## src/rtl/spnctr_pkg.sv

```systemverilog
// shared types, constants and the gf(2^8) product for the spn counter-mode keystream block
// no dependencies; used by every module under rtl except spnctr_ram
package spnctr_pkg;

  localparam int ROUND_COUNT_DEF = 5;
  localparam int SBOX_SLOTS_DEF  = 4;

  localparam int LANES     = 16;
  localparam int OPCODE_W  = 3;
  localparam int TADDR_W   = 10;
  localparam int BYTES_W   = 5;
  localparam int CFG_IDX_W = 2;
  localparam int CFG_DAT_W = 64;

  localparam logic [OPCODE_W-1:0] OP_SBOX   = 3'd0;
  localparam logic [OPCODE_W-1:0] OP_MATRIX = 3'd1;
  localparam logic [OPCODE_W-1:0] OP_KEY    = 3'd2;
  localparam logic [OPCODE_W-1:0] OP_START  = 3'd3;
  localparam logic [OPCODE_W-1:0] OP_DATA   = 3'd4;
  localparam logic [OPCODE_W-1:0] OP_RAW    = 3'd5;

  localparam logic [CFG_IDX_W-1:0] CFG_NONCE = 2'd0;
  localparam logic [CFG_IDX_W-1:0] CFG_START = 2'd1;
  localparam logic [CFG_IDX_W-1:0] CFG_SBOX  = 2'd2;
  localparam logic [CFG_IDX_W-1:0] CFG_POLY  = 2'd3;

  localparam logic [8:0] POLY_RESET = 9'd283;
  localparam logic [BYTES_W-1:0] FULL_BLOCK = 5'd16;

  typedef enum logic [1:0] {
    ST_IDLE,
    ST_SUB,
    ST_MIX,
    ST_FIN
  } state_t;

  typedef struct packed {
    logic accept;
    logic sub;
    logic mix;
    logic fin;
  } cmd_t;

  typedef struct packed {
    logic cipher_req;
    logic last_round;
    logic out_free;
  } status_t;

  // shift-and-add product, reduction by the low byte of the polynomial
  function automatic logic [7:0] gf_mul(input logic [7:0] a, input logic [7:0] b,
                                        input logic [7:0] red);
    logic [7:0] acc;
    logic [7:0] x;
    acc = 8'd0;
    x   = a;
    for (int k = 0; k < 8; k++) begin
      if (b[k]) begin
        acc = acc ^ x;
      end
      x = x[7] ? ({x[6:0], 1'b0} ^ red) : {x[6:0], 1'b0};
    end
    return acc;
  endfunction

endpackage

```

## src/rtl/spnctr_ctrl.sv

```systemverilog
// sequencer for the round loop: idle, substitute, mix, finish
// depends on spnctr_pkg; drives the datapath through spnctr_pkg::cmd_t
module spnctr_ctrl (
  input  logic                 clk,
  input  logic                 rst,
  input  logic                 in_valid,
  output logic                 in_ready,
  input  spnctr_pkg::status_t  status,
  output spnctr_pkg::cmd_t     cmd
);

  spnctr_pkg::state_t state;
  spnctr_pkg::state_t state_next;

  always_ff @(posedge clk) begin
    if (rst) begin
      state <= spnctr_pkg::ST_IDLE;
    end else begin
      state <= state_next;
    end
  end

  always_comb begin
    state_next = state;
    case (state)
      spnctr_pkg::ST_IDLE: begin
        if (in_valid && status.cipher_req) begin
          state_next = spnctr_pkg::ST_SUB;
        end
      end
      spnctr_pkg::ST_SUB: begin
        state_next = spnctr_pkg::ST_MIX;
      end
      spnctr_pkg::ST_MIX: begin
        state_next = status.last_round ? spnctr_pkg::ST_FIN : spnctr_pkg::ST_SUB;
      end
      spnctr_pkg::ST_FIN: begin
        if (status.out_free) begin
          state_next = spnctr_pkg::ST_IDLE;
        end
      end
      default: begin
        state_next = spnctr_pkg::ST_IDLE;
      end
    endcase
  end

  always_comb begin
    in_ready   = 1'b0;
    cmd.accept = 1'b0;
    cmd.sub    = 1'b0;
    cmd.mix    = 1'b0;
    cmd.fin    = 1'b0;
    case (state)
      spnctr_pkg::ST_IDLE: begin
        in_ready   = 1'b1;
        cmd.accept = in_valid;
      end
      spnctr_pkg::ST_SUB: begin
        cmd.sub = 1'b1;
      end
      spnctr_pkg::ST_MIX: begin
        cmd.mix = 1'b1;
      end
      spnctr_pkg::ST_FIN: begin
        cmd.fin = status.out_free;
      end
      default: begin
        in_ready = 1'b0;
      end
    endcase
  end

endmodule

```

## config.mk

```make
export PLATFORM = sky130hd
export DESIGN_NAME = spnctr_ctrl
export DESIGN_NICKNAME = d
export VERILOG_FILES = /design/src/rtl/spnctr_pkg.sv /design/src/rtl/spnctr_ctrl.sv
export SDC_FILE = /design/constraint.sdc
export NUM_CORES = 1
export LEC_CHECK = 0
export BUFFER_PORTS_ARGS = -buffer_cell sky130_fd_sc_hd__buf_2
export CAP_MARGIN = 20
export CORE_AREA = 8 8 45 47
export DETAILED_ROUTE_END_ITERATION = 16
export DIE_AREA = 0 0 53 55
export GPL_TIMING_DRIVEN = 0
export SYNTH_ARGS = -nofsm -noshare
export SYNTH_HDL_FRONTEND = slang
export SYNTH_SLANG_ARGS = --single-unit
export TNS_END_PERCENT = 100
```

## constraint.sdc

```tcl
create_clock -name clk -period 1 [get_ports clk]
set_input_delay 0.1 -clock clk [delete_from_list [all_inputs] [get_ports clk]]
set_output_delay 0.1 -clock clk [all_outputs]
set_load 0.02 [all_outputs]
```

# [Word level (Yosys, flattened, before mapping)]
# Index checks and enable logic that the tools add are counted.
[op_classes] reduce_logical=3 eq_ne=5 mux=9
[op_table] op="$pmux W2 S4" n=1
[op_table] op="$mux W2" n=3
[op_table] op="$mux W1" n=5
[op_table] op="$eq A2 B2 Y1 const B" n=2
[op_table] op="$ne A2 B2 Y1 const B" n=2
[op_table] op="$eq A2 B1 Y1 const B" n=1
[op_table] op="$logic_not A2 Y1" n=1
[op_table] op="$reduce_and A2 Y1" n=1
[op_table] op="$logic_and A1 B1 Y1" n=1
[totals] output_inout_bits=5 wordCells=18 ff_bits=2 in_bits=6

# [Depth between registers and ports, before layout]
[depth] word_depth=3 mapped_depth=2 depth_no_buf=2

# [Worst setup path before layout]
# Ideal clock, no wire load.
[synth_timing] path_kind="reg-to-output" startpoint="register state[0]" endpoint="output cmd[3] (netlist name)" slack_ns=-0.056 n_path_buf=0 t_arrival_ns=0.956 t_required_ns=0.900 path_stages_with_launch=3 cell_sequence="dfxtp_1 -> nor2_1 -> and2_1"
[synth_rtl] item="start: declaration" line_no="spnctr_ctrl.sv:12" rtl="spnctr_pkg::state_t state;"
[synth_rtl] item="start signal: assignment" line_no="spnctr_ctrl.sv:17" rtl="state <= spnctr_pkg::ST_IDLE;"
[synth_rtl] item="start signal: assignment" line_no="spnctr_ctrl.sv:19" rtl="state <= state_next;"
[synth_rtl] item="end: declaration" line_no="spnctr_ctrl.sv:9" rtl="output spnctr_pkg::cmd_t cmd"

==> metrics.md <==
| Metric | Value |
|---|---|
| Top reg by flops | state |
| Pin count of the biggest net entering global routing | 9 |
| Worst-Margin Slew | 0.104 ns |
| Area leader, netlist | dfxtp_1 |
| Filler instances | 166 |
| # IOs | 11 |
| Worst hold path class | input port to flip-flop |
| Most common library cells after synthesis | a21bo_1 (2), a21oi_2 (2), dfxtp_1 (2), nand3b_1 (2), nor2b_1 (2) |
| GRT overflow | 0 |
| Drt wl/cell | 9.65 um |
| Tmin final | 1.02 ns |
| Die extent in x | 53 um |
| Register Area | 47.5 um2 |
| H-tree levels | 1 |
| Dpl ws | 0.0951 ns |
| Drt drc | 0 |
| Worst vdd ir | 0.169 mV |
| Vias in the first global route | 152 |
| Final TNS setup | -0.0194 ns |
| Worst reg2reg startpoint | state[1] |
| Slew margin rel. | 0.931 |
| Die height | 55 um |
| Vias/cell | 3.44 |
| First-pass GRT wire length | 655 um |
| Crit path capture type | primary output |
| Largest regs | state: 2 flops |
| Post-Synthesis Cell Area | 121 um2 |
| Number of synthesized flops with an enable pin | 0 |
| Share of flip-flops with an asynchronous set or reset | 0 |
| Cells after Synth | 13 |
| Layout area overhead | 111% |
| RSZ-0062 raised after global routing | true |
| Status | finished with violations |
| Clock slew at reported path FFs | 0.03 ns |
| Fin cells | 43 |
| CTS root buf | clkbuf_4 |
| Total of max-cap violations | 0 |
| Post-synthesis cell type count | 8 |
| Die area | 2920 um2 |
| Clock Latency Late Sink | 0.22 ns |
| Final Max Tran Viols | 0 |
| Vias post-DR | 148 |
| Share of layout cells above drive strength 1 | 0.741 |
| Initial cell density of the core | 0.0877 |
| Main synth FF type | dfxtp_1 |
| Leakage power | 0.118 nW |
| Hold path cells | 2 |
| Share of the synthesized area in the top cell type | 0.330 |
| Hold Crit Endpoint | state[0] |
| Setup WS post-layout | -0.0194 ns |
| Part of the Yosys area used for sequential elements | 0.330 |
| Failing checks | negative setup slack |
| Synth Net Count | 19 |
| Final ANT Viol Nets | 0 |
| Final Hold Vio Count | 0 |
| CTS tree | yes |
| Routability congestion estimate | 0.558 |
| Ranking of synthesized cells by area | dfxtp_1 (33%), a21bo_1 (16%), a21oi_2 (14%) |
| CP max FO | 6 |
| Final #Nets | 35 |
| Final Cycle Share | 1.02 |
| Yosys warns | 0 |
| FF-to-FF End | state[0] |
| R2R cell count | 3 |
| Worst Hold Launch | rst |
| Global Route Usage Sum | 0.0350 |
| FF+latch count, synth | 2 |
| Worst path arrival time | 0.92 ns |
| Final setup fails | 1 |
| Clock Skew | 0.00312 ns |
| Rows | 14 |
| Drt total wl | 415 um |
| Placed cell count | 39 |
| CTS Buffer Depth | 2 |
| Critical path data required time | 0.90 ns |
| CP Launch Type | flip-flop |
| Total clock sinks | 2 |
| First-pass detailed-route iteration total | 2 |
| Total Power | 0.348 mW |
| Initial DRC Count | 1 |
| Ant diodes | 0 |
| Num CTS Buffers | 3 |
| Worst reg2reg setup slack | 0.16 ns |
| Largest register FFs | 2 |
| Core area | 1380 um2 |
| Crit Path Class | flip-flop to primary output |
| Area of the multi-input gates | 91.3 um2 |
| P per Cell Area | 1360 nW/um2 |
| Mean Syn Cell Area | 9.34 um2 |
| Fmax | 981 MHz |
| Port Buffers | 10 |
| Initial antenna violation count | 0 |
[logic make-up (layout without fill, tap and decap cells)]
| group | Yosys count | count (layout) | synth area share |
|---|---|---|---|
| DFF | 2 | 2 | 0.330 |
| and+or+nand+nor | 7 | 7 | 0.361 |
| AOI/OAI and AO/OA | 4 | 4 | 0.309 |
| buffers and inverters | 0 | 14 | 0 |
[cell type report]
type / count / share of cell area
Sequential cell: 2 / 0.185
Timing Repair Buffer: 11 / 0.293
Tap cell: 16 / 0.0780
Clock buffer: 3 / 0.0878
Multi-Input combinational cell: 11 / 0.356
[metrics by stage]
step / area, um2 / utilization / hold slack [ns]
after CTS: 246 / 0.178 / 0.0420
final: 256 / 0.185 / 0.0476
after floorplan: 124 / - / 0.162
after global routing: 256 / 0.185 / 0.0471
after detailed placement: 194 / 0.140 / 0.288
after global placement: 194 / 0.140 / 0.290
[how the worst max path moves through the flow]
stage / start / endpoint
after CTS: state[1] / cmd[3]
after floorplan: state[0] / cmd[3]
final: state[1] / cmd[3]
after detailed placement: state[0] / cmd[3]
after global placement: state[0] / cmd[3]
after global routing: state[1] / cmd[3]
[worst max-delay path, stage by stage, from the launching register on]
cell and delay [ns]:
dfxtp_4 0.35, nor2_4 0.10, and2_4 0.14, buf_6 0.11
[where the power goes]
part	switching, mW	total (mW)	internal [mW]
clock network	0.0448	0.177	0.132
logic	0.0351	0.0779	0.0428
registers	0.00946	0.0927	0.0833
total	0.0894	0.348	0.258
[cells in the final DEF (no fill, tap or decap), drive strengths merged]
cell type	n
buf	11
nor2	1
dfxtp	2
clkbuf	3
a21bo	2
a21oi	2
and3	1
nor2b	2
nand3b	2
and2	1
[repair_timing]
item / in CTS / in global routing
pin swaps: 2 / 0
hold buffers: 0 / 0
setup buffers: 0 / 1
setup endpoints to repair: 5 / 5
gates resized for setup: 11 / 1
[per-layer routing]
layer  GRT usage  up-vias  share of wire
met1      0.0258       68           0.26
met3      0.0267        2           0.12
met5           0        -              0
met4      0.0517        0          0.014
met2      0.0488        4           0.60
li1            -       74              -
No activity file was read; power rests on OpenSTA's default activity.
